### src/design/imuta_pkg.sv
// Package for the IMU accel-to-gyro time alignment block.
// Holds the shared constants, the controller state type and the command/status structs.
// No dependencies.
`default_nettype none

package imuta_pkg;

    // Default field widths.
    localparam int TIME_BITS_DEF   = 48;
    localparam int SAMPLE_BITS_DEF = 32;

    // The weights are multiplied in chunks of this many bits, one chunk per cycle.
    localparam int CHUNK_BITS = 16;

    localparam int NUM_AXES = 3;

    // Sample kind codes on cmd.
    localparam logic CMD_ACCEL = 1'b0;
    localparam logic CMD_GYRO  = 1'b1;

    typedef enum logic [2:0] {
        ST_IDLE,
        ST_CHECK,
        ST_MUL,
        ST_DIV_INIT,
        ST_DIV,
        ST_DONE
    } state_t;

    // Commands from the controller to the datapath.
    typedef struct packed {
        logic capture;
        logic load_w;
        logic mul_step;
        logic div_init;
        logic div_step;
        logic gyro_commit;
        logic accel_commit;
        logic out_load;
    } dp_cmd_t;

    // Commands from the datapath to each axis lane.
    typedef struct packed {
        logic clear;
        logic mul_step;
        logic div_init;
        logic div_step;
    } lane_cmd_t;

    // Status from the datapath to the controller.
    typedef struct packed {
        logic is_gyro;
        logic hit;
        logic out_free;
    } dp_stat_t;

endpackage

`default_nettype wire

### src/design/imuta_ctrl.sv
// Controller state machine of the alignment block: sequences capture, check,
// multiply, divide and output load. Depends on imuta_pkg.
`default_nettype none

module imuta_ctrl
    import imuta_pkg::*;
#(
    parameter int TIME_BITS   = TIME_BITS_DEF,
    parameter int SAMPLE_BITS = SAMPLE_BITS_DEF
)
(
    input  wire logic     clk,
    input  wire logic     rst_n,
    input  wire logic     in_valid,
    output logic          in_ready,
    input  wire dp_stat_t stat,
    output dp_cmd_t       cmd_out
);

    localparam int NCH   = (TIME_BITS + CHUNK_BITS - 1) / CHUNK_BITS;
    localparam int STEPS = (NCH > SAMPLE_BITS) ? NCH : SAMPLE_BITS;
    localparam int CNT_W = $clog2(STEPS);

    state_t             state_reg;
    state_t             state_next;
    logic [CNT_W-1:0]   cnt_reg;
    logic [CNT_W-1:0]   cnt_next;

    always_ff @(posedge clk or negedge rst_n)
    begin
        if (!rst_n)
        begin
            state_reg <= ST_IDLE;
            cnt_reg   <= '0;
        end
        else
        begin
            state_reg <= state_next;
            cnt_reg   <= cnt_next;
        end
    end

    always_comb
    begin
        state_next = state_reg;
        cnt_next   = cnt_reg;
        cmd_out    = '0;
        in_ready   = 1'b0;
        case (state_reg)
            ST_IDLE:
            begin
                in_ready = 1'b1;
                if (in_valid)
                begin
                    cmd_out.capture = 1'b1;
                    state_next      = ST_CHECK;
                end
            end
            ST_CHECK:
            begin
                if (stat.is_gyro)
                begin
                    cmd_out.gyro_commit = 1'b1;
                    state_next          = ST_IDLE;
                end
                else if (!stat.hit)
                begin
                    cmd_out.accel_commit = 1'b1;
                    state_next           = ST_IDLE;
                end
                else
                begin
                    cmd_out.load_w = 1'b1;
                    cnt_next       = '0;
                    state_next     = ST_MUL;
                end
            end
            ST_MUL:
            begin
                cmd_out.mul_step = 1'b1;
                if (cnt_reg == CNT_W'(NCH - 1))
                begin
                    state_next = ST_DIV_INIT;
                end
                else
                begin
                    cnt_next = cnt_reg + CNT_W'(1);
                end
            end
            ST_DIV_INIT:
            begin
                cmd_out.div_init = 1'b1;
                cnt_next         = '0;
                state_next       = ST_DIV;
            end
            ST_DIV:
            begin
                cmd_out.div_step = 1'b1;
                if (cnt_reg == CNT_W'(SAMPLE_BITS - 1))
                begin
                    state_next = ST_DONE;
                end
                else
                begin
                    cnt_next = cnt_reg + CNT_W'(1);
                end
            end
            ST_DONE:
            begin
                // Wait until the output register is free, then hand over the result
                // and replace the stored previous accel sample.
                if (stat.out_free)
                begin
                    cmd_out.out_load     = 1'b1;
                    cmd_out.accel_commit = 1'b1;
                    state_next           = ST_IDLE;
                end
            end
            default:
            begin
                state_next = ST_IDLE;
            end
        endcase
    end

endmodule

`default_nettype wire

### config.mk
export PLATFORM = sky130hd
export DESIGN_NAME = imuta_ctrl
export DESIGN_NICKNAME = d
export VERILOG_FILES = /design/src/design/imuta_pkg.sv /design/src/design/imuta_ctrl.sv
export SDC_FILE = /design/constraint.sdc
export NUM_CORES = 1
export LEC_CHECK = 0
export BUFFER_PORTS_ARGS = -buffer_cell sky130_fd_sc_hd__buf_2
export CELL_PAD_IN_SITES_DETAIL_PLACEMENT = 2
export CELL_PAD_IN_SITES_GLOBAL_PLACEMENT = 2
export CORE_AREA = 2 2 52 54
export DETAILED_ROUTE_END_ITERATION = 8
export DIE_AREA = 0 0 54 56
export GPL_ROUTABILITY_DRIVEN = 1
export PLACE_DENSITY_LB_ADDON = 0.1
export SLEW_MARGIN = 30
export SYNTH_ARGS = -nofsm -noshare
export SYNTH_HDL_FRONTEND = slang
export SYNTH_SLANG_ARGS = --single-unit
### constraint.sdc
create_clock -name clk -period 1.65 [get_ports clk]
set_clock_uncertainty 0.05 [all_clocks]
set_input_delay 0.2475 -clock clk [delete_from_list [all_inputs] [get_ports clk]]
set_output_delay 0.2475 -clock clk [all_outputs]
set_load 0.005 [all_outputs]
After elaboration in Yosys (flattened, before gate mapping)
Index checks and enable logic that the tools add are counted.

Output and inout port bits: 9. Word-level logic and storage cells: 50. Input port bits: 6. Flip-flop bits (word level): 8.

Reduce and logical (&&, ||, !) cells: 4. Muxes and demuxes: 28. Equal/unequal tests: 15. Add/sub/neg operators: 1.

Operator list (count): two-way mux 5 bit (4); one-hot mux 5 bit (4 select lines) (1); one-hot mux 3 bit (6 select lines) (1); != test 2 bit, second input constant (8); two-way mux 3 bit (5); two-way mux 1 bit (14); equality test 3 x 2 -> 1 bit, second input constant (2); equality test 3 bit, second input constant (2); adder 5 x 1 -> 5 bit, second input constant (1); equality test 5 x 2 -> 1 bit, second input constant (1); equality test 5 bit, second input constant (1); AND reduction 5 bit (1); two-way mux 2 bit (2); AND reduction 4 bit (1); nonzero test 4 bit (1); equality test 3 x 1 -> 1 bit, second input constant (1); logical NOT 3 bit (1); one-hot mux 1 bit (2 select lines) (1).

Longest topological paths before layout
Gate-level depths: netlist (run 1).

Depth in word-level cells: 3. Depth in mapped cells: 7. Depth with buffers taken out: 7.

Worst setup path before layout (run 1)
OpenSTA, ideal clock, no wires.

Path kind: register to register. From: register cnt_reg[0]. To: register cnt_reg[2]. Data arrival time: 1.630 ns. Buffers on the path: 0. Setup slack: -0.151 ns. Stages on the path, launching flop included: 7. Cell sequence: dfrtp_1 ha_1 and3_1 ha_1 nand2b_2 a32o_1 a22o_1.

Cells in the longest elaborated chain, start to end: 3.

RTL lines: start, declared (line imuta_ctrl.sv:26) `logic [CNT_W-1:0] cnt_reg;`; start signal, assigned (line imuta_ctrl.sv:39) `cnt_reg <= cnt_next;`; adder 5 x 1 -> 5 bit, or another cell as far along (line imuta_ctrl.sv:87, imuta_ctrl.sv:105); two-way mux 5 bit, or another cell as far along (line imuta_ctrl.sv:99) `if (cnt_reg == CNT_W'(SAMPLE_BITS - 1))`; one-hot mux 5 bit (4 select lines) or AND reduction 5 bit (tied branches).

Several ways; a longest one is shown, not always the timed one. The select of a mux whose other input is x is not followed. A chain may end at the register's enable or synchronous reset.

Worst setup path after layout (run 1)
From: register cnt_reg[1]. To: register cnt_reg[2].

The elaborated chain is that of the path after synthesis.

==> flow_summary_export.csv, run 1 <==
group,metric,value,unit
run_status,outcome,"complete, but fails checks",
run_status,violations,"negative setup slack",
placed_design,pre_cts_ws,-0.05912,ns
yosys,synth_ff_type,"dfrtp_1",
detailed_routing,routed_wl,2.094,mm
placed_design,hpwlAfterDp,1.516,mm
timing,max_clock_freq,582.0,MHz
yosys,synth_warnings,0,
timing,tightest_slew,0.3633,ns
yosys,ys_ff_latch,8,
critical_path,cp_data_arrival_time,1.81,ns
critical_path,r2r_start,"cnt_reg[1]",
detailed_routing,antenna_left,0,
critical_path,cp-startpoint,"cnt_reg[1]",
cts,cts-root-buf,"clkbuf_4",
timing,fin_crit,1.718,ns
yosys,synth-edff-count,0,
placed_design,gp_congestion,0.7194,
yosys,postSynthCellCount,68,
floorplanning,die_x,54,um
floorplanning,num_rows,18,
finish,largest_reg_flops,5,
flow_run,max-cap-violations,0,
placed_design,port_buffers,14,
power,p_comb_share,67.4,%
detailed_routing,dr.pass1.iters,4,
critical_path,end_kind,"register",
power,p_sw_share,43.85,%
yosys,syn-cell-area,630.6,um2
yosys,syn_avg_cell_area,9.274,um2
timing,setup_ws,-0.06818,ns
floorplanning,core,2432,um2
timing,setup_violations,4,
cts,clock_latency,0.25,ns
hold_path,min_from,"stat[0]",
yosys,synth_seq_area_share,31.75,%
cts,cts_tree,"done",
power,power,1.539,mW
timing,min_period_over_period,104.1,%
detailed_routing,drcViolationCount,0,
power,seq_power_share,22.3,%
yosys,synth_fp_nets,77,
global_routing,antenna_found_initial,0,
finish,fillerInstances,274,
floorplanning,die_h,56,um
critical_path,critical_path_class,"reg -> reg",
timing,hold_viol,0,
cts,clk_pin_slew,0.06,ns
floorplanning,io_pins,15,
cts,numCtsBuffers,3,
finish,diodes,0,
power,internal_power,0.8639,mW
power,power.switching,0.6747,mW
global_routing,grt_remaining_overflow,0,
critical_path,path_max_fanout,5,
global_routing,grt_use_total,14.29,%
power,clockPowerShare,10.4,%
timing,fin_hold_ws,0.1860,ns
hold_path,worstHoldPathType,"in -> reg",
floorplanning,die-area,3024,um2
power,powerDensity,1622,nW/um2
critical_path,worstPathRequired,1.75,ns
detailed_routing,vias,634,
finish,syn2layout_area_growth,50.40,%
power,ir_worst_vdd,806.0,uV
power,static-leakage-power,0.4532,nW
finish,num-nets-final,111,
placed_design,place_area,808.3,um2
global_routing,grt_max_degree,11,
cts,cts.sink_count,8,
detailed_routing,vias_per_cell,4.877,
global_routing,first_global_vias,639,
detailed_routing,avgRoutedWirePerCell,16.11,um
cts,cts_buffer_depth,2,
yosys,synthDistinctLibCells,36,
yosys,async_reset_ff_share,100.0,%
finish,final_util,38.99,%
timing,slew_headroom,75.78,%
detailed_routing,drt_iter0_drc,12,
critical_path,critPathLaunchType,"register",
timing,slew_viol_final,0,
finish,drive_gt1_share,52.00,%
finish,final_area,948.4,um2
timing,rsz0062_at_grt,"yes",
global_routing,grt_pass1_wl,3.139,mm
cts,htreeDepth,1,
floorplanning,start_util,25.93,%
finish,layout_common_cells,"15 x buf_2, 15 x buf_4, 7 x dfrtp_1",
per-layer routing:
| layer | wire length, um | track usage, % |
|---|---|---|
| met1 | 1095 | 23.36 |
| met2 | 965 | 19.51 |
| met3 | 28 | 1.613 |
| met4 | 6 | 3.214 |
| met5 | 0 | 0 |
Yosys cell counts, types with 2 or more instances:
| cell type | number | area [um2] |
|---|---|---|
| dfrtp_1 | 8 | 200.2 |
| nand4_1 | 2 | 12.51 |
| and2_1 | 2 | 12.51 |
| nor2_1 | 5 | 18.77 |
| nor2b_1 | 4 | 25.02 |
| nand2b_2 | 2 | 17.52 |
| nand2b_1 | 3 | 18.77 |
| inv_1 | 2 | 7.510 |
| ha_1 | 3 | 37.54 |
| and3_1 | 3 | 18.77 |
| nand2_1 | 2 | 7.510 |
| a21oi_1 | 5 | 25.02 |
| nor3_1 | 3 | 15.01 |
| nor3b_1 | 2 | 15.01 |
power by group through the flow:
| stage | sequential [mW] | combinational [mW] | clock [mW] |
|---|---|---|---|
| 2_1_floorplan | 0.305 | 0.583 | 0 |
| 3_3_place_gp | 0.345 | 0.828 | 0 |
| 3_5_place_dp | 0.349 | 0.840 | 0 |
| 4_1_cts | 0.350 | 0.883 | 0.170 |
| 5_1_grt | 0.351 | 1.14 | 0.181 |
| 6_report | 0.342 | 1.04 | 0.159 |
area by class of cell:
cell class	instances	area [um2]	area share, %
Multi-Input combinational cell	55	470.5	49.60
Timing Repair Buffer	32	209.0	22.03
Sequential cell	8	201.4	21.24
Tap cell	30	37.54	3.958
Clock buffer	3	22.52	2.375
Inverter	2	7.507	0.7916
timing repair:
item / CTS / global route
setup buffers: 2 / 6
hold buffers: 1 / 0
gates resized for setup: 3 / 7
setup endpoints to repair: 5 / 11
hold endpoints to repair: 8 / 0
pin swaps: 5 / 2
cells by family (layout without fill, tap and decap cells):
family | Yosys count | count (layout) | synth area share [%]
flops | 8 | 8 | 31.75
buf+inv | 5 | 37 | 4.762
mux | 2 | 2 | 3.968
compound gates | 14 | 14 | 15.28
simple gates | 36 | 36 | 38.29
fa+ha+maj | 3 | 3 | 5.953
metrics by stage:
stage	std cells	setup TNS (ns)
after floorplan	68	-0.01993
after global placement	118	-0.06010
after detailed placement	118	-0.1441
after CTS	124	-0.1434
after global routing	130	-0.4408
final	130	-0.1875
critical path: stages, from the launching register on:
cell	delay, ns
dfrtp_1	0.40
ha_2	0.20
and3_4	0.18
ha_4	0.15
nand2b_4	0.16
a32o_1	0.26
a22o_1	0.20
worst paths after layout:
check | depth (start not counted) | slack, ns | end
setup / recovery | 6 | -0.07 | cnt_reg[2]
hold reg to reg | 1 | 0.60 | cnt_reg[3]
setup reg to reg | 6 | -0.07 | cnt_reg[2]
max in group asynchronous | 2 | 1.04 | state_reg[1]
min in group asynchronous | 2 | 0.32 | cnt_reg[2]
hold / removal | 2 | 0.19 | state_reg[0]
Note: power is estimated with default switching activity, not from simulation.
==> run 2, diff against run 1 <==
Settings changed: CORE_AREA 2 2 52 54 to 8 8 58 60, CTS_CLUSTER_SIZE set to 16, DIE_AREA 0 0 54 56 to 0 0 66 68.
==> run 2 against run 1 <==
Compared with the run above:
- the flow still finishes with violations (negative setup slack)
- final cell count is 0.77% higher
- highest routed layer unchanged
- combinational power shrank 6%
- largest cell class unchanged
- via count decreased by 1.9%
- first-iteration DRC count decreased by 67%
==> flow_summary_export.csv, run 2 (same netlist as run 1, synthesis figures left out) <==
group,metric,value,unit
floorplanning,die-area,4488,um2
detailed_routing,vias,622,
cts,htreeDepth,1,
cts,clock_latency,0.26,ns
finish,multi_input_area,451.7,um2
power,static-leakage-power,0.4470,nW
global_routing,grt_pass1_wl,3.077,mm
timing,setup_tns,-0.09356,ns
floorplanning,start_util,24.56,%
cts,numCtsBuffers,3,
timing,hold_viol,0,
finish,final_area,935.9,um2
timing,slew_headroom,79.51,%
critical_path,cp_data_arrival_time,1.79,ns
detailed_routing,routed_wl,1.970,mm
power,ir_worst_vdd,711.1,uV
finish,layout_common_cells,"16 x buf_4, 14 x buf_2, 5 x a21oi_1, 5 x nor2_1, 5 x dfrtp_1",
power,powerDensity,1594,nW/um2
placed_design,hpwlAfterDp,1.512,mm
hold_path,worstHoldPathType,"in -> reg",
cts,cts_buffer_depth,2,
critical_path,end_kind,"register",
finish,seqCellArea,203.9,um2
finish,num-nets-final,111,
timing,fin_hold_ws,0.1806,ns
floorplanning,core,2567,um2
finish,instances_no_fill,131,
timing,fin_crit,1.698,ns
run_status,outcome,"complete, but fails checks",
detailed_routing,drcViolationCount,0,
finish,diodes,0,
finish,largest_reg_flops,5,
floorplanning,io_pins,15,
floorplanning,die_h,68,um
placed_design,place_area,817.0,um2
detailed_routing,vias_per_cell,4.748,
placed_design,port_buffers,14,
cts,cts-root-buf,"clkbuf_4",
detailed_routing,avgRoutedWirePerCell,15.04,um
floorplanning,die_x,66,um
timing,max_clock_freq,588.8,MHz
critical_path,worstPathRequired,1.74,ns
critical_path,critical_path_class,"reg -> reg",
critical_path,path_max_fanout,5,
floorplanning,num_rows,19,
finish,syn2layout_area_growth,48.41,%
timing,setup_violations,3,
timing,rsz0062_at_grt,"yes",
global_routing,grt_use_total,9.109,%
global_routing,first_global_vias,653,
run_status,violations,"negative setup slack",
global_routing,grt_max_degree,11,
finish,fillerInstances,304,
timing,slew_viol_final,0,
detailed_routing,dr.pass1.iters,3,
flow_run,max-cap-violations,0,
placed_design,pre_cts_ws,-0.06252,ns
cts,clk_pin_slew,0.06,ns
placed_design,gp_congestion,0.7082,
finish,drive_gt1_share,52.00,%
placed_design,dp_cells,120,
cts,cts.sink_count,8,
detailed_routing,antenna_left,0,
timing,min_period_over_period,102.9,%
global_routing,antenna_found_initial,0,
timing,tightest_slew,0.3074,ns
timing,setup_ws,-0.04835,ns
global_routing,grt_remaining_overflow,0,
detailed_routing,drt_iter0_drc,4,
cts,cts_tree,"done",
finish,final_common_cell,"buf_4",
critical_path,critPathLaunchType,"register",
run 2: changes by cell type in the layout (fill, tap and decap cells not counted), moves of 2 or more:
| cell | before | now |
|---|---|---|
| dfrtp_1 | 7 | 5 |
| dfrtp_2 | 1 | 3 |
| nor3_1 | 1 | 3 |
| nor3_2 | 2 | 0 |
run 2: worst paths after layout:
path	from	end	slack, ns	cells after the start
max in group asynchronous	rst_n	state_reg[0]	1.04	2
worst max register to register	cnt_reg[1]	cnt_reg[3]	-0.05	6
min in group asynchronous	rst_n	cnt_reg[4]	0.31	2
worst min-delay path	stat[0]	state_reg[0]	0.18	2
worst min register to register	cnt_reg[1]	cnt_reg[1]	0.58	2
worst max-delay path	cnt_reg[1]	cnt_reg[3]	-0.05	6
run 2: layout make-up:
| class | instances | area share (%) |
|---|---|---|
| clock buffers | 3 | 2.406 |
| inverters | 2 | 0.8021 |
| multi-input cells | 55 | 48.26 |
| flip-flops and latches | 8 | 21.79 |
| well taps | 31 | 4.144 |
| repair buffers | 32 | 22.59 |
run 2: worst max-delay path, stage by stage (launching register included):
cell and delay [ns]:
dfrtp_1 0.40, ha_2 0.20, and3_4 0.18, ha_4 0.15, nand2b_4 0.16, and3_4 0.20, a211o_1 0.25
run 2: repair_timing:
| action | in CTS | in global routing |
|---|---|---|
| gates resized for setup | 5 | 4 |
| hold buffers | 1 | 0 |
| buffers inserted | 2 | 5 |
| endpoints found under the hold margin | 8 | 0 |
| pin swaps | 4 | 3 |
| endpoints found under the setup margin | 6 | 12 |
run 2: per-layer routing:
layer	share of wire (%)	track usage (%)	up-vias
met5	0	0	-
met4	2.9	7.200	0
met3	2.3	0.6547	4
met2	46	14.37	9
met1	49	11.34	297
li1	-	-	312
run 2: stage by stage:
step                total power, mW  util (%)
floorplan                    0.8887         -
global route                  1.613     36.45
global placement              1.163     31.82
detailed placement            1.179     31.82
finish                        1.492     36.45
CTS                           1.412     34.36
run 2: report_power, final:
group / internal [mW] / total, mW / switching (mW)
clock: 0.0839 / 0.160 / 0.0762
sequential: 0.261 / 0.353 / 0.0921
combinational: 0.519 / 0.979 / 0.460
total: 0.863 / 1.49 / 0.629
==> run 3, diff against run 2 <==
Settings changed: GPL_TIMING_DRIVEN set to 0.
==> run 3 against run 2 <==
Compared with the run above:
- the flow still finishes with violations (negative setup slack)
- highest routed layer unchanged
- wire length grew 0.81%
- critical endpoint is now cnt_reg[2]
- final cell count shrank 6.9%
- die area is the same
- power shrank 3.7%
==> flow_summary_export.csv, run 3 (same netlist as run 1, synthesis figures left out) <==
group,metric,value,unit
timing,setup_violations,4,
detailed_routing,drt_iter0_drc,9,
floorplanning,die_h,68,um
critical_path,critical_path_class,"reg -> reg",
global_routing,first_global_vias,653,
finish,layout_common_cells,"14 x buf_2, 7 x buf_4, 7 x dfrtp_1",
global_routing,grt_max_degree,11,
hold_path,hold_end,"state_reg[0]",
detailed_routing,avgRoutedWirePerCell,16.28,um
detailed_routing,drcViolationCount,0,
global_routing,grt_pass1_wl,3.194,mm
finish,fillerInstances,292,
cts,cts.sink_count,8,
detailed_routing,antenna_left,0,
cts,htreeDepth,1,
finish,final_common_cell,"buf_2",
power,static-leakage-power,0.4047,nW
detailed_routing,dr.pass1.iters,4,
critical_path,path_cells,"ha_2 > and3_4 > ha_4 > nand2b_4 > a32o_1 > a22o_1",
run_status,outcome,"complete, but fails checks",
detailed_routing,vias_per_cell,4.926,
timing,max_clock_freq,575.2,MHz
critical_path,path_max_fanout,5,
finish,syn2layout_area_growth,39.68,%
placed_design,pre_cts_ws,-0.1066,ns
critical_path,end_kind,"register",
global_routing,grt_remaining_overflow,0,
cts,cts-root-buf,"clkbuf_4",
floorplanning,num_rows,19,
timing,hold_viol,0,
hold_path,min_from,"stat[0]",
timing,setup_ws,-0.08848,ns
timing,tightest_slew,0.3188,ns
floorplanning,die_x,66,um
run_status,violations,"negative setup slack",
power,power,1.437,mW
critical_path,worstPathRequired,1.76,ns
finish,diodes,0,
floorplanning,core,2567,um2
cts,numCtsBuffers,3,
power,ir_worst_vdd,832.1,uV
critical_path,r2r-end,"cnt_reg[2]",
critical_path,ff2ff_setup_slack,-0.09,ns
timing,min_period_over_period,105.4,%
hold_path,worstHoldPathType,"in -> reg",
cts,cts_buffer_depth,2,
finish,drive_gt1_share,48.35,%
placed_design,hpwlAfterDp,1.508,mm
timing,fin_crit,1.738,ns
critical_path,max_stage_delay,0.42,ns
timing,slew_headroom,78.74,%
global_routing,antenna_found_initial,0,
detailed_routing,routed_wl,1.986,mm
flow_run,max-cap-violations,0,
cts,clock_latency,0.26,ns
floorplanning,die-area,4488,um2
power,powerDensity,1631,nW/um2
placed_design,gp_congestion,0.6587,
floorplanning,io_pins,15,
critical_path,crit_slowest_cell,"dfrtp_1",
timing,rsz0062_at_grt,"yes",
finish,largest_reg_flops,5,
cts,clk_pin_slew,0.06,ns
critical_path,worst_r2r_path_depth,6,
critical_path,cp_data_arrival_time,1.84,ns
placed_design,port_buffers,14,
critical_path,r2r_start,"cnt_reg[1]",
detailed_routing,vias,601,
finish,num-nets-final,102,
critical_path,critPathLaunchType,"register",
timing,slew_viol_final,0,
global_routing,grt_use_total,9.340,%
floorplanning,start_util,24.56,%
hold_path,hold_depth,2,
cts,cts_tree,"done",
## run 3: metrics by stage
stage	cells	cell area, um2	utilization, %	TNS (ns)	hold slack [ns]
final	122	880.8	34.31	-0.2210	0.1828
after global routing	122	880.8	34.31	-0.4941	0.1912
after CTS	120	835.8	32.55	-0.3958	0.1798
after detailed placement	113	764.5	29.78	-0.3044	0.07025
after global placement	113	764.5	29.78	-0.3197	0.06327
after floorplan	68	655.6	-	-0.01993	-0.09809
## run 3: layer usage
layer  part of all wire [%]  global-route usage, %  vias up
li1                       -                      -      291
met1                     46                  10.66      293
met2                     47                  15.35       12
met3                    3.5                  2.128        5
met4                    2.6                  6.400        0
met5                      0                      0        -
## run 3: worst max path at each step
stage,slack (ns),endpoint,startpoint
final,-0.09,cnt_reg[2],cnt_reg[1]
after global routing,-0.14,cnt_reg[3],cnt_reg[0]
after CTS,-0.11,cnt_reg[2],cnt_reg[0]
after detailed placement,-0.11,cnt_reg[2],cnt_reg[0]
after global placement,-0.13,cnt_reg[2],cnt_reg[0]
after floorplan,-0.02,cnt_reg[2],cnt_reg[1]
## run 3: layout make-up
class	instances	area, um2	share of cell area (%)
Inverter	2	7.507	0.8523
Tap cell	31	38.79	4.403
Clock buffer	3	22.52	2.557
Sequential cell	8	201.4	22.87
Buffer	3	26.28	2.983
Timing Repair Buffer	20	117.6	13.35
Multi-Input combinational cell	55	466.7	52.98
## run 3: power by group
part           switching, mW  total (mW)  internal (mW)
Clock                 0.0794       0.164         0.0841
Sequential            0.0539       0.310          0.256
Combinational          0.491       0.964          0.473
## run 3: worst max-delay path: cells and delay by family, from the launching register on
family | cells | cell delay [ns]
simple gates | 2 | 0.34
flops | 1 | 0.42
fa+ha+maj | 2 | 0.36
compound gates | 2 | 0.45
## run 3: repair_timing
action                                 4_1_cts  5_1_grt
gates cloned                                 0        0
setup endpoints to repair                   10       13
hold buffers                                 1        0
pin swaps                                    3        4
endpoints found under the hold margin        8        0
resized for setup                            5        7
setup buffers                                3        2
